`config.mk`:
```
export PLATFORM = sky130hd
export DESIGN_NAME = tlb_page_table_translator
export DESIGN_NICKNAME = d
export VERILOG_FILES = /design/src/rtl/tlbpt_pkg.sv /design/src/rtl/tlb_page_table_translator.sv
export SDC_FILE = /design/constraint.sdc
export NUM_CORES = 2
export LEC_CHECK = 0
export BUFFER_PORTS_ARGS = -buffer_cell sky130_fd_sc_hd__buf_2
export CORE_MARGIN = 2
export CORE_UTILIZATION = 55
export DETAILED_ROUTE_END_ITERATION = 8
export PLACE_DENSITY = 0.83
export SKIP_LAST_GASP = 1
export SYNTH_ARGS = -nofsm -noshare
export SYNTH_HDL_FRONTEND = slang
export SYNTH_SLANG_ARGS = --single-unit
export TNS_END_PERCENT = 100
```
`constraint.sdc`:
```
create_clock -name clk -period 12.8 [get_ports clk]
set_input_delay 0 -clock clk [delete_from_list [all_inputs] [get_ports clk]]
set_output_delay 0 -clock clk [all_outputs]
set_load 0.02 [all_outputs]
```
`src/rtl/tlbpt_pkg.sv`:
```
`default_nettype none
// ----------------------------------------------------------------------------
// tlbpt_pkg: shared types and constants of the page table translator
// Fixed field widths and the controller state encoding.
// ----------------------------------------------------------------------------
package tlbpt_pkg;

	// Fixed widths of the transaction fields
	localparam int ADDR_W  = 16;
	localparam int FRAME_W = 8;
	localparam int FREE_W  = 9;
	localparam int CNT_W   = 32;

	// Controller states, one-hot
	typedef enum logic [2:0] {
		ST_CLEAR = 3'b001,
		ST_IDLE  = 3'b010,
		ST_LOOK  = 3'b100
	} state_t;

endpackage
`default_nettype wire

```
`src/rtl/tlb_page_table_translator.sv`:
```
`default_nettype none
// ----------------------------------------------------------------------------
// tlb_page_table_translator: logical to physical address translation
// A fully associative TLB with FIFO replacement in front of a page table
// memory that hands out frames in order on a page fault.
// ----------------------------------------------------------------------------
// For each translation, the accept edge registers the address and starts the
// synchronous page table read, and the next edge does the TLB compare, writes
// back the page table entry on a fault, refills the TLB slot named by the FIFO
// pointer on a miss and loads the result register. One translation is in
// flight at a time, so no new address is accepted until the result register
// is free. After reset the page table memory is swept clean, one entry per
// cycle, and no address is accepted during that sweep.
// ----------------------------------------------------------------------------
module tlb_page_table_translator #(
	parameter int TLB_ENTRIES = 16,
	parameter int PAGE_BITS   = 8,
	parameter int OFFSET_BITS = 8
) (
	input  wire logic                             clk,
	input  wire logic                             arst_n,
	// address channel
	input  wire logic                             addr_valid,
	output logic                                  addr_ready,
	input  wire logic [tlbpt_pkg::ADDR_W-1:0]     logical_address,
	// translation channel
	output logic                                  xlat_valid,
	input  wire logic                             xlat_ready,
	output logic [tlbpt_pkg::ADDR_W-1:0]          physical_address,
	output logic [tlbpt_pkg::FRAME_W-1:0]         frame_number,
	output logic                                  tlb_hit,
	output logic                                  page_fault,
	output logic [tlbpt_pkg::CNT_W-1:0]           hit_total,
	output logic [tlbpt_pkg::CNT_W-1:0]           fault_total
);

	localparam int PAGE_COUNT = 1 << PAGE_BITS;
	localparam int PTR_W      = $clog2(TLB_ENTRIES);
	localparam int ENTRY_W    = tlbpt_pkg::FRAME_W + 1;

	tlbpt_pkg::state_t state_q;

	logic                            accept;
	logic [31:0]                     addr_ext;
	logic [31:0]                     addr_shift;
	logic [PAGE_BITS-1:0]            page_in;
	logic [PAGE_BITS-1:0]            page_s1;
	logic [OFFSET_BITS-1:0]          offset_s1;
	logic [PAGE_BITS-1:0]            clr_q;

	logic [ENTRY_W-1:0]              pt_mem [PAGE_COUNT];
	logic [ENTRY_W-1:0]              pt_rdata_s1;
	logic                            pt_we;
	logic [PAGE_BITS-1:0]            pt_waddr;
	logic [ENTRY_W-1:0]              pt_wdata;

	logic [TLB_ENTRIES-1:0]          tlb_valid_q;
	logic [PAGE_BITS-1:0]            tlb_page_q  [TLB_ENTRIES];
	logic [tlbpt_pkg::FRAME_W-1:0]   tlb_frame_q [TLB_ENTRIES];
	logic [PTR_W-1:0]                tlb_ptr_q;

	logic [tlbpt_pkg::FREE_W-1:0]    free_q;
	logic [tlbpt_pkg::CNT_W-1:0]     hit_cnt_q;
	logic [tlbpt_pkg::CNT_W-1:0]     fault_cnt_q;

	logic                            tlb_match;
	logic [tlbpt_pkg::FRAME_W-1:0]   tlb_match_frame;
	logic                            fault;
	logic [tlbpt_pkg::FRAME_W-1:0]   frame;
	logic [31:0]                     pa_wide;

	// Handshake: one transaction in flight, result register free by then
	assign addr_ready = (state_q == tlbpt_pkg::ST_IDLE) && (!xlat_valid || xlat_ready);
	assign accept     = addr_valid && addr_ready;

	// Page number from the bits above the offset, missing bits read as zero
	assign addr_ext   = {16'b0, logical_address};
	assign addr_shift = addr_ext >> OFFSET_BITS;
	assign page_in    = addr_shift[PAGE_BITS-1:0];

	// TLB compare, lowest matching slot wins
	always_comb begin
		tlb_match       = 1'b0;
		tlb_match_frame = '0;
		for (int i = TLB_ENTRIES - 1; i >= 0; i--) begin
			if (tlb_valid_q[i] && (tlb_page_q[i] == page_s1)) begin
				tlb_match       = 1'b1;
				tlb_match_frame = tlb_frame_q[i];
			end
		end
	end

	// Miss path: existing mapping or the next free frame
	assign fault = !tlb_match && !pt_rdata_s1[tlbpt_pkg::FRAME_W];
	always_comb begin
		if (tlb_match) begin
			frame = tlb_match_frame;
		end else if (pt_rdata_s1[tlbpt_pkg::FRAME_W]) begin
			frame = pt_rdata_s1[tlbpt_pkg::FRAME_W-1:0];
		end else begin
			frame = free_q[tlbpt_pkg::FRAME_W-1:0];
		end
	end

	assign pa_wide = (32'(frame) << OFFSET_BITS) | 32'(offset_s1);

	// Page table write port: clearing sweep or fault write-back
	always_comb begin
		if (state_q == tlbpt_pkg::ST_CLEAR) begin
			pt_we    = 1'b1;
			pt_waddr = clr_q;
			pt_wdata = '0;
		end else begin
			pt_we    = (state_q == tlbpt_pkg::ST_LOOK) && fault;
			pt_waddr = page_s1;
			pt_wdata = {1'b1, free_q[tlbpt_pkg::FRAME_W-1:0]};
		end
	end

	// Page table memory, one write and one registered read
	always_ff @(posedge clk) begin
		if (pt_we) begin
			pt_mem[pt_waddr] <= pt_wdata;
		end
		if (accept) begin
			pt_rdata_s1 <= pt_mem[page_in];
		end
	end

	// Address stage and TLB contents (payload, no reset)
	always_ff @(posedge clk) begin
		if (accept) begin
			page_s1   <= page_in;
			offset_s1 <= logical_address[OFFSET_BITS-1:0];
		end
		if ((state_q == tlbpt_pkg::ST_LOOK) && !tlb_match) begin
			tlb_page_q[tlb_ptr_q]  <= page_s1;
			tlb_frame_q[tlb_ptr_q] <= frame;
		end
		if (state_q == tlbpt_pkg::ST_LOOK) begin
			physical_address <= pa_wide[tlbpt_pkg::ADDR_W-1:0];
			frame_number     <= frame;
			tlb_hit          <= tlb_match;
			page_fault       <= fault;
		end
	end

	// Control state, counters and TLB bookkeeping
	always_ff @(posedge clk or negedge arst_n) begin
		if (!arst_n) begin
			state_q     <= tlbpt_pkg::ST_CLEAR;
			clr_q       <= '0;
			tlb_valid_q <= '0;
			tlb_ptr_q   <= '0;
			free_q      <= '0;
			hit_cnt_q   <= '0;
			fault_cnt_q <= '0;
			xlat_valid  <= 1'b0;
		end else begin
			// result valid: set when the lookup finishes, cleared when taken
			if (state_q == tlbpt_pkg::ST_LOOK) begin
				xlat_valid <= 1'b1;
			end else if (xlat_ready) begin
				xlat_valid <= 1'b0;
			end
			case (state_q)
				tlbpt_pkg::ST_CLEAR: begin
					clr_q <= clr_q + 1'b1;
					if (&clr_q) begin
						state_q <= tlbpt_pkg::ST_IDLE;
					end
				end
				tlbpt_pkg::ST_IDLE: begin
					if (accept) begin
						state_q <= tlbpt_pkg::ST_LOOK;
					end
				end
				tlbpt_pkg::ST_LOOK: begin
					state_q <= tlbpt_pkg::ST_IDLE;
					if (tlb_match) begin
						hit_cnt_q <= hit_cnt_q + 1'b1;
					end else begin
						tlb_valid_q[tlb_ptr_q] <= 1'b1;
						if (tlb_ptr_q == PTR_W'(TLB_ENTRIES - 1)) begin
							tlb_ptr_q <= '0;
						end else begin
							tlb_ptr_q <= tlb_ptr_q + 1'b1;
						end
					end
					if (fault) begin
						free_q      <= free_q + 1'b1;
						fault_cnt_q <= fault_cnt_q + 1'b1;
					end
				end
				default: begin
					state_q <= tlbpt_pkg::ST_IDLE;
				end
			endcase
		end
	end

	// Counters change only when a result loads, so they serve as its totals
	assign hit_total   = hit_cnt_q;
	assign fault_total = fault_cnt_q;

`ifndef NO_ASSERTIONS
	// No address taken while the page table is being swept
	a_no_accept_in_clear: assert property (@(posedge clk) disable iff (!arst_n)
		(state_q == tlbpt_pkg::ST_CLEAR) |-> !addr_ready)
		else $error("address accepted during page table sweep");

	// An accepted address yields a result once its lookup finishes
	a_result_follows: assert property (@(posedge clk) disable iff (!arst_n)
		accept |=> ##1 xlat_valid)
		else $error("translation result missing");

	// A TLB hit never reports a fault
	a_hit_no_fault: assert property (@(posedge clk) disable iff (!arst_n)
		xlat_valid |-> !(tlb_hit && page_fault))
		else $error("hit and fault reported together");

	// A fault advances the fault count by one
	a_fault_count: assert property (@(posedge clk) disable iff (!arst_n)
		((state_q == tlbpt_pkg::ST_LOOK) && fault) |=>
		(fault_cnt_q == $past(fault_cnt_q) + 1'b1))
		else $error("fault count did not advance");
`endif

endmodule
`default_nettype wire

```
After elaboration in Yosys (flattened, before gate mapping)
Memories as Yosys holds them, arrays and structs flattened. A register that Yosys moved wholly into a read port is not among the register bits.
Cells that the tools add are included.
W data, S select, Z words.
- register bits after elaboration: 147
- bits in writable memories: 2560
- output and inout port bits: 92
- memories kept: 3
- $add $sub $neg: 5
- magnitude comparators: 2
- equality and inequality tests: 22
- mux-type cells: 49
- bitwise logic cells: 3
- reductions and logical operators: 32
- memory list (name ; words ; bits a word ; read ports ; clocked after Yosys merged registers in ; write ports ; line ; RTL):
    pt_mem ; 256 ; 9 ; 1 ; 1 ; 1 ; tlb_page_table_translator.sv:51 ; logic [ENTRY_W-1:0] pt_mem [PAGE_COUNT];
    tlb_frame_q ; 16 ; 8 ; 16 ; 0 ; 1 ; tlb_page_table_translator.sv:59 ; logic [tlbpt_pkg::FRAME_W-1:0] tlb_frame_q [TLB_ENTRIES];
    tlb_page_q ; 16 ; 8 ; 16 ; 0 ; 1 ; tlb_page_table_translator.sv:58 ; logic [PAGE_BITS-1:0] tlb_page_q [TLB_ENTRIES];
- operator list (kind ; count):
    $mux W8 ; 19
    $eq A8 B8 Y1 ; 16
    $add A32 B1 Y32 const B ; 2
    $mux W1 ; 24
    $logic_and A1 B1 Y1 ; 22
    $or A16 B16 Y16 ; 1
    $or A16 B8 Y16 ; 1
    $add A9 B1 Y9 const B ; 1
    $mux W9 ; 1
    $add A8 B1 Y8 const B ; 1
    $reduce_and A2 Y1 ; 4
    $reduce_and A8 Y1 ; 1
    $mux W3 ; 2
    $pmux W3 S2 ; 1
    $lt A4 B5 Y1 const B ; 1
    $add A4 B1 Y4 const B ; 1
    $demux W1 S4 ; 1
    $eq A4 B4 Y1 const B ; 1
    $ge A4 B1 Y1 const B ; 1
    $mux W4 ; 1
    $eq A3 B1 Y1 const B ; 1
    $eq A3 B2 Y1 const B ; 1
    $eq A3 B3 Y1 const B ; 1
    $logic_not A1 Y1 ; 3
    5 further kinds ; 5

Logic depth before layout (Yosys ltp)
An unclocked memory read counts as a cell.
- word-level depth: 25
- depth in mapped cells: 14

Least setup slack after synthesis
OpenSTA, ideal clock, no wires.
- kind: reg-to-reg
- start point: register state_q[2]
- end point: memory pt_mem[0][7] in the netlist's numbering (data pin)
- data arrival time: 8.592 ns
- data required time: 11.934 ns
- path slack: 3.342 ns
- cell stages (with the launch flop): 7
- path buffers: 2
- path through: dfrtp_1 > nor2_1 > and2_1 > inv_1 > clkbuf_1 > clkbuf_1 > and2_1
- word-level cells in the longest chain between the ends: 2
- RTL lines (element ; line ; RTL):
    from (decl) ; tlb_page_table_translator.sv:41 ; tlbpt_pkg::state_t state_q;
    from (signal assigned) ; tlb_page_table_translator.sv:151 ; state_q <= tlbpt_pkg::ST_CLEAR;
    from (signal assigned) ; tlb_page_table_translator.sv:170 ; state_q <= tlbpt_pkg::ST_IDLE;
    from (signal assigned) ; tlb_page_table_translator.sv:175 ; state_q <= tlbpt_pkg::ST_LOOK;
    $eq A3 B1 Y1 ; tlb_page_table_translator.sv:109 ; if (state_q == tlbpt_pkg::ST_CLEAR) begin
    $mux W9 ; tlb_page_table_translator.sv:109 ;
    named net pt_wdata[7] ; tlb_page_table_translator.sv:55 ; logic [ENTRY_W-1:0] pt_wdata;
    to (decl) ; tlb_page_table_translator.sv:51 ;
The timed path passes the listed nets, and every way through them passes these cells.

Worst setup path in the final report
- start point: register page_s1[7]
- end point: memory pt_mem[101][2] in the netlist's numbering, enable pin
- word-level cells in the longest chain between the ends: 24
- RTL lines (element ; line ; RTL):
    from (decl) ; tlb_page_table_translator.sv:47 ; logic [PAGE_BITS-1:0] page_s1;
    from (signal assigned) ; tlb_page_table_translator.sv:133 ; page_s1 <= page_in;
    $eq A8 B8 Y1 ; tlb_page_table_translator.sv:86 ; if (tlb_valid_q[i] && (tlb_page_q[i] == page_s1)) begin
    $logic_and A1 B1 Y1 ; tlb_page_table_translator.sv:86 ;
    $mux W1 (16 in series) ; tlb_page_table_translator.sv:86 ;
    $logic_not A1 Y1 ; tlb_page_table_translator.sv:94 ; assign fault = !tlb_match && !pt_rdata_s1[tlbpt_pkg::FRAME_W];
    $logic_and A1 B1 Y1 ; tlb_page_table_translator.sv:94 ;
    $logic_and A1 B1 Y1 ; tlb_page_table_translator.sv:114 ; pt_we = (state_q == tlbpt_pkg::ST_LOOK) && fault;
    $mux W1 ; tlb_page_table_translator.sv:109 ;
    $mux W1 ; tlb_page_table_translator.sv:122 ; if (pt_we) begin
    $mux W1 (implied by the code) ; tlb_page_table_translator.sv:123 ; pt_mem[pt_waddr] <= pt_wdata;
Parallel ways exist; a longest one is shown, timed or not.

==> impl_metrics.toml <==
[synthesis]
synthTopCellsByArea = "edfxtp_1 74%, mux4_2 15%, dfrtp_1 2.4%"
seq_area_frac_synth_pct = 76.6
synth_top_area_share_pct = 74.1
synth_seq_cells = 2707
synth_edf_count = 2603
avgSynthCellArea_um2 = 21.2
dominantRegCellSynth = "edfxtp_1"
synth_area_um2 = 105000
async_reset_ff_share_pct = 3.84
yosys_warnings = 0
synth_top_cell_by_area = "edfxtp_1"
yosysUniqueCellTypes = 71
syn-num-nets = 4993
synthCells = 4965

[drt]
vias = 55900
drtAntennaViolNets = 0
wl_um = 287000
dr.pass1.iters = 9
initialDrtViolationCount = 10100
viasPerCell = 7.09
wl_per_cell_um = 36.4
post-route-drc-count = 0

[setup_path]
crit_buf_inv = 3
path_delay_family = "simple AND/OR/NAND/NOR gates"
critPathSlowestCell = "edfxtp_1"
critPathRequiredTime_ns = 13.32
worst-path-max-fanout = 41
crit_top_cell = "buf_4"
crit_chain = "buf_4 -> xor2_1 -> nor3_1 -> nand4_1 -> nand3_1 -> nor3_1 -> nand3_1 -> o32a_2 -> buf_4 -> buf_4 -> nor2_1"
worst_setup_path_end_kind = "flop"
crit_type = "reg -> reg"
slowest_delay_ns = 0.92
arrival_ns = 6.61
start_kind = "flop"

[timing]
finalSetupViolCount = 0
max_freq_mhz = 164
worst_pin_slew_ns = 1.41
finalClockSkew_ns = 0.0445
hold_violations = 0
setup_ws_ns = 6.70
grt_setup_unrepaired = "no"
min_period_over_period_pct = 47.6
max_slew_margin_pct = 5.74
tns_ns = 0
fin_crit_ns = 6.10
drv_slew = 0

[run]
cap_viol_max_count = 0

[clock_network]
post_cts_buffers = 0
cts.path.max_buffers = 3
numCtsBuffers = 238
cts.sinks = 2707
ctsHoldBuffers = 29
cts_resized = 0
htreeDepth = 4
clkLatencyLatePin_ns = 0.90
clockRootBuffer = "clkbuf_16"
cts_tree = "done"
clk_pin_slew_ns = 0.07

[placed_design]
hpwl_um = 148000
place.gp.congestion = 0.876
placed_cell_area_um2 = 109000
dp.cells = 7396
pre_cts_ws_ns = 7.05
io_buffers = 111

[floorplanning]
start_util_pct = 55.4
dieArea_um2 = 195000
fp.dieW_um = 442
num_rows = 160
io_pins = 112
die-height_um = 442
core_um2 = 190000

[power]
p_leak_uw = 0.0342
irDropWorstVdd_v = 0.000148
p_per_area_nw_per_um2 = 160

[global_routing]
grt_pass1_wl_um = 412000
grt_use_total_pct = 29.3
grt_pass1_vias = 55300
antenna_found_initial = 7
grt-ovfl-total = 0
grt_max_degree = 183

[cells_and_area]
final_cells = 7880
seqCellArea_um2 = 80800
final_cell_mix = "2603 x edfxtp_1, 720 x mux4_2, 338 x nor2_1"
areaGrowthSynthToFinish_pct = 11.1
nets = 5184
final_cell_area_um2 = 117000
final_common_cell = "edfxtp_1"
fill_cells = 11600
multi_input_area_um2 = 23700
drive_above_1_share_pct = 24.3

[status]
status = "finished clean"

[hold_path]
hold_class = "in -> reg"
==> cells by family after synthesis <==
logic type,after synthesis,synth area share (%)
AO/OA/AOI/OAI,227,1.56
XOR/XNOR,205,1.70
adder cells (fa/ha/maj),8,0.0949
buffers and inverters,289,1.13
flip-flops,2707,76.6
multiplexers,730,15.5
AND/OR/NAND/NOR,799,3.48
==> worst paths after layout <==
kind                            depth (start not counted)                 from             endpoint  slack (ns)
max in group asynchronous                               4               arst_n       fault_total[3]       11.84
worst min-delay path                                    2  logical_address[11]           page_s1[3]        0.10
min in group asynchronous                               3               arst_n           state_q[0]        0.21
worst max register to register                         11           page_s1[7]       pt_mem[101][2]        6.70
worst min register to register                          0         offset_s1[2]  physical_address[2]        0.42
worst max-delay path                                   11           page_s1[7]       pt_mem[101][2]        6.70
==> registers in the layout, indices dropped and copies added (netlist names) <==
name	count
clr_q	8
fault_total	32
free_q	8
hit_total	32
offset_s1	8
page_fault	1
page_s1	8
physical_address	16
pt_mem	2304
pt_rdata_s1	9
state_q	3
tlb_frame_q	128
tlb_hit	1
tlb_page_q	128
tlb_ptr_q	4
tlb_valid_q	16
xlat_valid	1
==> per-stage QoR <==
step           utilization (%)  power (uW)  hold WS (ns)
2_1_floorplan                -       11000        -0.296
3_3_place_gp              57.2       11400        0.0822
3_5_place_dp              57.2       11400        0.0893
4_1_cts                   61.6       18800        0.0316
5_1_grt                   61.6       19100        0.0689
6_report                  61.6       18800         0.104
==> area by class of cell <==
type / count / area share [%]
clock buffer: 296 / 5.47
multi-input combinational: 1969 / 20.2
timing repair buffer: 217 / 1.35
inverter: 23 / 0.0801
clock inverter: 155 / 1.34
sequential: 2707 / 68.9
tap: 2511 / 2.68
antenna: 2 / 0.00427
==> synth_stat cells, drive strengths merged (7+ instances only) <==
| master | number |
|---|---|
| o31ai | 11 |
| nor3 | 51 |
| nand4 | 39 |
| buf | 101 |
| nand2 | 175 |
| o21ai | 22 |
| inv | 22 |
| ha | 8 |
| dfrtp | 103 |
| a22oi | 65 |
| mux4 | 720 |
| a21oi | 26 |
| mux2i | 7 |
| a22o | 19 |
| and4 | 7 |
| o21bai | 16 |
| xor2 | 57 |
| a31oi | 11 |
| edfxtp | 2603 |
| o22ai | 13 |
| and3 | 15 |
| nor2b | 8 |
| clkbuf | 165 |
| nor4 | 17 |
| and2 | 17 |
| or3 | 14 |
| nor2 | 341 |
| nand3 | 87 |
| xnor2 | 148 |
==> report_power, final <==
| part | total (uW) | switching (uW) | internal [uW] |
|---|---|---|---|
| logic | 1180 | 895 | 282 |
| clock network | 7490 | 3370 | 4120 |
| registers | 10100 | 60.1 | 10100 |
==> per-layer routing <==
layer,wire length (um),track usage (%),share of wire [%]
met5,61,0,0.021
met1,95300,38.9,33
met4,16100,14.0,5.6
met3,36500,6.50,13
met2,138000,46.6,48
(Power assumes the default switching activity.)
